File: config.mk
export PLATFORM = sky130hd
export DESIGN_NAME = texture_block_decoder
export DESIGN_NICKNAME = d
export VERILOG_FILES = /design/src/hw/rtl/tbd_pkg.sv /design/src/hw/rtl/texture_block_decoder.sv
export SDC_FILE = /design/constraint.sdc
export NUM_CORES = 2
export LEC_CHECK = 0
export BUFFER_PORTS_ARGS = -buffer_cell sky130_fd_sc_hd__buf_2
export CORE_MARGIN = 2
export CORE_UTILIZATION = 38
export CTS_CLUSTER_DIAMETER = 60
export CTS_CLUSTER_SIZE = 20
export DETAILED_ROUTE_END_ITERATION = 8
export GPL_TIMING_DRIVEN = 0
export PLACE_DENSITY = 0.6
export SYNTH_ARGS = -nofsm -noshare
export SYNTH_HDL_FRONTEND = slang
export SYNTH_SLANG_ARGS = --single-unit
File: constraint.sdc
create_clock -name clk -period 11.8 [get_ports clk]
set_input_delay 0 -clock clk [delete_from_list [all_inputs] [get_ports clk]]
set_output_delay 0 -clock clk [all_outputs]
set_load 0.005 [all_outputs]
File: src/hw/rtl/tbd_pkg.sv
// ----------------------------------------------------------------------------
// Texture block decoder package
// Mode codes, palette arithmetic and the constant-divide helpers that the
// BC1/BC3/BC4 decoder shares.
// ----------------------------------------------------------------------------
package tbd_pkg;

  localparam logic [1:0] MODE_BC1 = 2'd0;
  localparam logic [1:0] MODE_BC3 = 2'd1;
  localparam logic [1:0] MODE_BC4 = 2'd2;
  localparam logic [1:0] MODE_RSV = 2'd3;

  localparam int TEXELS = 16;
  localparam int POS_W = $clog2(TEXELS);
  localparam int CSEL_W = 2;
  localparam int VSEL_W = 3;
  localparam int VPAL_N = 8;

  localparam logic [7:0] ALPHA_OPAQUE = 8'd255;

  typedef logic [7:0] byte_t;

  typedef struct packed {
    byte_t r;
    byte_t g;
    byte_t b;
  } rgb_t;

  // Expand one RGB565 word to 8 bits per channel.
  function automatic rgb_t expand565(input logic [15:0] c);
    logic [13:0] r_s;
    logic [13:0] g_s;
    logic [13:0] b_s;
    rgb_t        res;
    r_s = 14'(c[15:11]) * 14'd527 + 14'd23;
    g_s = 14'(c[10:5]) * 14'd259 + 14'd33;
    b_s = 14'(c[4:0]) * 14'd527 + 14'd23;
    res.r = r_s[13:6];
    res.g = g_s[13:6];
    res.b = b_s[13:6];
    return res;
  endfunction

  // floor((2*near + far) / 3), exact by reciprocal for sums below 2048.
  function automatic byte_t third_chan(input byte_t near, input byte_t far);
    logic [9:0]  sum;
    logic [19:0] prod;
    sum  = {1'b0, near, 1'b0} + {2'b00, far};
    prod = 20'(sum) * 20'd683;
    return prod[18:11];
  endfunction

  function automatic rgb_t third_point(input rgb_t near, input rgb_t far);
    rgb_t res;
    res.r = third_chan(near.r, far.r);
    res.g = third_chan(near.g, far.g);
    res.b = third_chan(near.b, far.b);
    return res;
  endfunction

  // floor((w0*v0 + w1*v1 + 1) / 7) with w0 + w1 = 7, reciprocal exact below 5461.
  function automatic byte_t seventh_point(input byte_t v0, input byte_t v1,
                                          input logic [2:0] w1);
    logic [2:0]  w0;
    logic [10:0] sum;
    logic [22:0] prod;
    w0   = 3'd7 - w1;
    sum  = 11'(v0) * 11'(w0) + 11'(v1) * 11'(w1) + 11'd1;
    prod = 23'(sum) * 23'd2341;
    return prod[21:14];
  endfunction

endpackage

File: src/hw/rtl/texture_block_decoder.sv
// Flow: a block held in the input register moves to the block register, which
// holds its palette; the single texel output register emits its sixteen texels
// from the held palette, one per cycle while the output is not stalled. The next
// block waits in the input register and enters as the last texel leaves.
// Reset: synchronous, active high; empties the input and block stages and
// the output register and clears the texel counter.
// ----------------------------------------------------------------------------
// Texture block decoder
// Decodes BC1, BC3 and BC4 4x4 blocks (reserved mode as BC1) into sixteen RGBA
// texels in raster order, through input, palette and output registers.
// ----------------------------------------------------------------------------
module texture_block_decoder
  import tbd_pkg::*;
(
  input  logic        clk,
  input  logic        rst,

  input  logic        in_valid,
  output logic        in_stall,
  input  logic [1:0]  mode,
  input  logic [15:0] color_end_a,
  input  logic [15:0] color_end_b,
  input  logic [31:0] color_selectors,
  input  logic [7:0]  value_end_a,
  input  logic [7:0]  value_end_b,
  input  logic [47:0] value_selectors,

  output logic        out_valid,
  input  logic        out_stall,
  output logic [7:0]  red,
  output logic [7:0]  green,
  output logic [7:0]  blue,
  output logic [7:0]  alpha,
  output logic [3:0]  texel_position,
  output logic        last
);

  // Input register.
  logic        in_full;
  logic [1:0]  in_mode;
  logic [15:0] in_cea;
  logic [15:0] in_ceb;
  logic [31:0] in_csel;
  logic [7:0]  in_vea;
  logic [7:0]  in_veb;
  logic [47:0] in_vsel;

  // Block register: expanded endpoints, value palette and selectors.
  logic               blk_full;
  logic [1:0]         blk_mode;
  rgb_t               blk_ca;
  rgb_t               blk_cb;
  byte_t              blk_vpal [VPAL_N];
  logic [31:0]        blk_csel;
  logic [47:0]        blk_vsel;
  logic [POS_W-1:0]   cnt;

  byte_t              vpal_next [VPAL_N];
  logic [1:0]         mode_next;

  logic step;
  logic blk_done;
  logic blk_load;
  logic in_load;

  assign step     = blk_full && (!out_valid || !out_stall);
  assign blk_done = step && (cnt == POS_W'(TEXELS - 1));
  assign blk_load = in_full && (!blk_full || blk_done);
  assign in_load  = in_valid && !in_stall;
  assign in_stall = in_full && !blk_load;

  always_ff @(posedge clk) begin
    if (rst) begin
      in_full <= 1'b0;
    end else if (in_load) begin
      in_full <= 1'b1;
    end else if (blk_load) begin
      in_full <= 1'b0;
    end
  end

  always_ff @(posedge clk) begin
    if (in_load) begin
      in_mode <= mode;
      in_cea  <= color_end_a;
      in_ceb  <= color_end_b;
      in_csel <= color_selectors;
      in_vea  <= value_end_a;
      in_veb  <= value_end_b;
      in_vsel <= value_selectors;
    end
  end

  always_comb begin
    mode_next = (in_mode == MODE_RSV) ? MODE_BC1 : in_mode;
    vpal_next[0] = in_vea;
    vpal_next[1] = in_veb;
    for (int k = 1; k < VPAL_N - 1; k++) begin
      vpal_next[k + 1] = seventh_point(in_vea, in_veb, 3'(k));
    end
  end

  always_ff @(posedge clk) begin
    if (rst) begin
      blk_full <= 1'b0;
      cnt      <= '0;
    end else begin
      if (blk_load) begin
        blk_full <= 1'b1;
      end else if (blk_done) begin
        blk_full <= 1'b0;
      end
      if (step) begin
        cnt <= cnt + 1'b1;
      end
    end
  end

  always_ff @(posedge clk) begin
    if (blk_load) begin
      blk_mode <= mode_next;
      blk_ca   <= expand565(in_cea);
      blk_cb   <= expand565(in_ceb);
      blk_csel <= in_csel;
      blk_vsel <= in_vsel;
      for (int k = 0; k < VPAL_N; k++) begin
        blk_vpal[k] <= vpal_next[k];
      end
    end
  end

  // Texel selection from the held block.
  logic [CSEL_W-1:0] cidx;
  logic [VSEL_W-1:0] vidx;
  rgb_t              col;
  byte_t             val;
  byte_t             red_next;
  byte_t             green_next;
  byte_t             blue_next;
  byte_t             alpha_next;

  assign cidx = blk_csel[cnt * CSEL_W +: CSEL_W];
  assign vidx = blk_vsel[cnt * VSEL_W +: VSEL_W];
  assign val  = blk_vpal[vidx];

  always_comb begin
    case (cidx)
      2'd0:    col = blk_ca;
      2'd1:    col = blk_cb;
      2'd2:    col = third_point(blk_ca, blk_cb);
      default: col = third_point(blk_cb, blk_ca);
    endcase
  end

  always_comb begin
    unique case (blk_mode)
      MODE_BC4: begin
        red_next   = val;
        green_next = '0;
        blue_next  = '0;
        alpha_next = ALPHA_OPAQUE;
      end
      MODE_BC3: begin
        red_next   = col.r;
        green_next = col.g;
        blue_next  = col.b;
        alpha_next = val;
      end
      default: begin
        red_next   = col.r;
        green_next = col.g;
        blue_next  = col.b;
        alpha_next = ALPHA_OPAQUE;
      end
    endcase
  end

  // Output register.
  always_ff @(posedge clk) begin
    if (rst) begin
      out_valid <= 1'b0;
    end else if (step) begin
      out_valid <= 1'b1;
    end else if (!out_stall) begin
      out_valid <= 1'b0;
    end
  end

  always_ff @(posedge clk) begin
    if (step) begin
      red            <= red_next;
      green          <= green_next;
      blue           <= blue_next;
      alpha          <= alpha_next;
      texel_position <= cnt;
      last           <= (cnt == POS_W'(TEXELS - 1));
    end
  end

  // The block stage empties only after its sixteenth texel.
  assert property (@(posedge clk) disable iff (rst)
    !$past(rst) && $past(blk_full) && !blk_full |-> $past(cnt) == POS_W'(TEXELS - 1))
    else $error("block stage emptied before its last texel");

  // A held input moves on at once when the block stage is free.
  assert property (@(posedge clk) disable iff (rst)
    !$past(rst) && $past(in_full && !blk_full) |-> blk_full)
    else $error("held input was not moved into a free block stage");

  // The input side stalls only while a transaction is held.
  assert property (@(posedge clk) disable iff (rst)
    in_stall |-> in_full)
    else $error("input stalled with an empty input register");

  // A new block starts at texel zero.
  assert property (@(posedge clk) disable iff (rst)
    !$past(rst) && !$past(blk_full) && blk_full |-> cnt == '0)
    else $error("block started at a nonzero texel");

endmodule

==> impl_metrics.json <==
{
  "pin_count": 173,
  "htree_levels": 2,
  "placedCellCount": 5007,
  "synth-seq-cells": 368,
  "ctsResizeCount": 0,
  "ys.flop_type": "edfxtp_1",
  "synth.avg_cell_area_um2": 11.5,
  "std_cell_rows": 118,
  "fmax_ghz": 0.116,
  "drc": 0,
  "fp.dieArea_mm2": 0.107,
  "synth_area_mm2": 0.0397,
  "vias": 25900,
  "status": "finished, final reports clean",
  "wirelength_um": 88600,
  "antenna_found_initial": 4,
  "criticalPathCategory": "reg2reg",
  "grt_usage_pct": 16.9,
  "worstHoldPathType": "in2reg",
  "syn_inst": 3445,
  "worst-r2r-cell-count": 26,
  "port_buffers": 172,
  "die_x_um": 327,
  "required_ps": 12140,
  "numCtsBuffers": 39,
  "worstSetupPathDepth": 26,
  "setup_violations": 0,
  "wl_per_cell_um": 17.0,
  "ys.warnings.count": 0,
  "synth_nets": 4824,
  "critical_path.most_common_cell": "ha_1",
  "slowest_delay_ps": 920,
  "fillers": 9605,
  "r2r-end": "blk_vpal[2][7]",
  "endpoint_kind": "flop",
  "drt_pass1_iterations": 7,
  "critPathBufInv": 3,
  "ys_top_cells_by_area": "ha_1 (30%), edfxtp_1 (27%), fa_1 (15%)",
  "grt_pass1_vias": 26800,
  "fp.dieH_um": 327,
  "drtIter0Drc": 1169,
  "cts.sinks": 368,
  "whs_path_depth": 2,
  "grt_max_degree": 62,
  "async_flop_share_pct": 0,
  "seq_area_frac_synth_pct": 27.7,
  "cts_tree": "yes",
  "synth.distinct_cells": 88,
  "clock_path_buffers": 3,
  "worstHoldEndpoint": "in_vea[1]",
  "rsz0062_at_grt": "false",
  "reg2reg_slack_ps": 3200,
  "crit-reg2reg-launch": "in_vea[1]",
  "synth_top_area_share_pct": 30.2,
  "finish.instance_area_mm2": 0.0453,
  "min_from": "value_end_a[1]",
  "core_mm2": 0.103,
  "grt_overflow": 0,
  "drtAntennaViolNets": 0,
  "synth_largest_area_cell": "ha_1",
  "crit_path_top_delay_cell": "edfxtp_1",
  "post_dp_cell_area_mm2": 0.0425,
  "dp_hpwl_um": 72500,
  "viasPerCell": 4.97,
  "routabilityCongestion": 0.882,
  "top_usage_layer": "met2",
  "cp_max_fo": 11,
  "worstSetupStartpointType": "flop",
  "layout.cells.non_filler": 5218,
  "relSlewSlack_pct": 27.3,
  "slew_viol_final": 0,
  "fin_skew_ps": 36.8,
  "drv_cap": 0,
  "path_clk_slew_ps": 60,
  "tightest_slew_ps": 1090,
  "clockRootBuffer": "clkbuf_16",
  "grtUsageMet1_pct": 23.1,
  "worst_path_dominant_cell_family": "adder cells",
  "whs_ps": 95.2,
  "cts_setup_buffers": 0,
  "layout-drive-gt1-share_pct": 8.37,
  "arrival_ps": 8940,
  "syn_to_final_growth_pct": 14.1,
  "finish.utilization_pct": 43.7,
  "timing.final.hold_violations": 0,
  "start_util_pct": 38.3,
  "grt_pass1_wl_um": 143000,
  "period_share_pct": 72.9,
  "synth-edff-count": 361,
  "clk-insertion-delay-late_ps": 620,
  "met2_usage_pct": 28.8,
  "post-route-min-period_ps": 8600,
  "finish.net_count": 5182,
  "grtUsageMet3_pct": 1.73
}
[metrics by stage]
step | setup TNS (ps) | worst slack, ps
2_1_floorplan | 0 | 1570
3_3_place_gp | -637360 | -3320
3_5_place_dp | 0 | 3130
4_1_cts | 0 | 3080
5_1_grt | 0 | 2610
6_report | 0 | 3200
[worst register-to-register path: cells and delay by family (launching register included)]
family,cells,cell delay (ps)
and+or+nand+nor,5,620
AOI/OAI and AO/OA,7,2160
DFF,1,920
adders and majority gates,9,3620
buffers and inverters,3,180
xor gates and xnor gates,2,830
[registers in the layout, indices dropped and copies added (netlist names), 2 cells and up]
name / cells
blk_vpal: 64
blk_vsel: 48
in_vsel: 48
blk_csel: 32
in_csel: 32
blk_ca: 24
blk_cb: 24
in_cea: 16
in_ceb: 16
alpha: 8
blue: 8
green: 8
in_vea: 8
in_veb: 8
red: 8
cnt: 4
texel_position: 4
blk_mode: 2
in_mode: 2
[cells in the final DEF (no fill, tap or decap), drive strengths merged, types with 16 or more instances in the layout]
master / n
o21ai: 86
nor2: 150
o21bai: 27
buf: 201
clkbuf: 54
mux2i: 38
xnor2: 184
nor2b: 37
nand2: 79
nor3: 45
edfxtp: 361
nand2b: 16
a21oi: 128
ha: 957
xor2: 52
dlygate4sd3: 135
inv: 553
nand4: 16
nand3: 31
mux2: 17
a21o: 43
fa: 288
o21a: 47
mux4: 21
a211oi: 44
o211ai: 16
[timing repair]
item / in CTS / in global routing
endpoints found under the hold margin: 153 / 0
hold buffers: 135 / 0
endpoints found under the setup margin: 0 / 0
[layout make-up]
| class | count | area (µm²) | area share (%) |
|---|---|---|---|
| antenna | 4 | 10.0 | 0.0221 |
| buffer | 28 | 174 | 0.384 |
| multi-input combinational | 2509 | 26500 | 58.6 |
| timing repair buffer | 317 | 2430 | 5.38 |
| clock inverter | 27 | 380 | 0.840 |
| clock buffer | 45 | 1030 | 2.27 |
| sequential | 368 | 11000 | 24.3 |
| tap | 1380 | 1730 | 3.81 |
| inverter | 540 | 2030 | 4.48 |
[routing by layer]
metal	share of wire, %	vias to the layer above
met1	48	12500
met5	0	-
met3	3.2	93
met2	47	359
li1	-	12900
met4	2.0	0
[cell families (layout without fill, tap and decap cells)]
kind of cell / after synthesis / count (layout) / synth area share (%)
and+or+nand+nor: 444 / 444 / 5.45
adders and majority gates: 1245 / 1245 / 44.7
DFF: 368 / 368 / 27.7
other: 0 / 4 / 0
xor gates and xnor gates: 237 / 237 / 5.28
AOI/OAI and AO/OA: 507 / 507 / 8.59
buffers and inverters: 568 / 957 / 5.54
muxes: 76 / 76 / 2.76
[worst max path at each step]
| stage | from | end |
|---|---|---|
| final | in_vea[1] | blk_vpal[2][7] |
| after global routing | in_vea[1] | blk_vpal[2][7] |
| after CTS | in_vea[1] | blk_vpal[2][7] |
| after detailed placement | in_vea[1] | blk_vpal[2][7] |
| after global placement | cnt[3] | blk_ca[16] |
| after floorplan | cnt[3] | blk_ca[0] |
[cell usage after synthesis (7+ instances only)]
master / n
o22ai_1: 15
nor3_1: 45
or2_2: 9
o21a_1: 47
buf_2: 11
o31ai_1: 10
dfxtp_1: 7
or4_1: 7
nand2_1: 78
clkbuf_1: 9
inv_1: 540
and3_1: 13
o2111ai_1: 9
mux2i_1: 38
mux2_2: 9
a21boi_0: 7
nor2b_1: 37
a211oi_1: 44
a21o_1: 43
nand4_1: 16
o211ai_1: 16
xnor2_1: 183
or3_1: 11
fa_1: 288
and2_1: 11
nor2_1: 150
o21ai_0: 76
edfxtp_1: 361
a21oi_1: 128
mux4_1: 7
xor2_1: 52
a31oi_1: 12
mux4_2: 14
nand3_1: 30
nand2b_1: 16
o21bai_1: 27
ha_1: 957
o21ai_1: 10
Power is left out: the tool's default activity adds up to more than one toggle a clock period on the data nets, which glitch-free logic cannot reach.
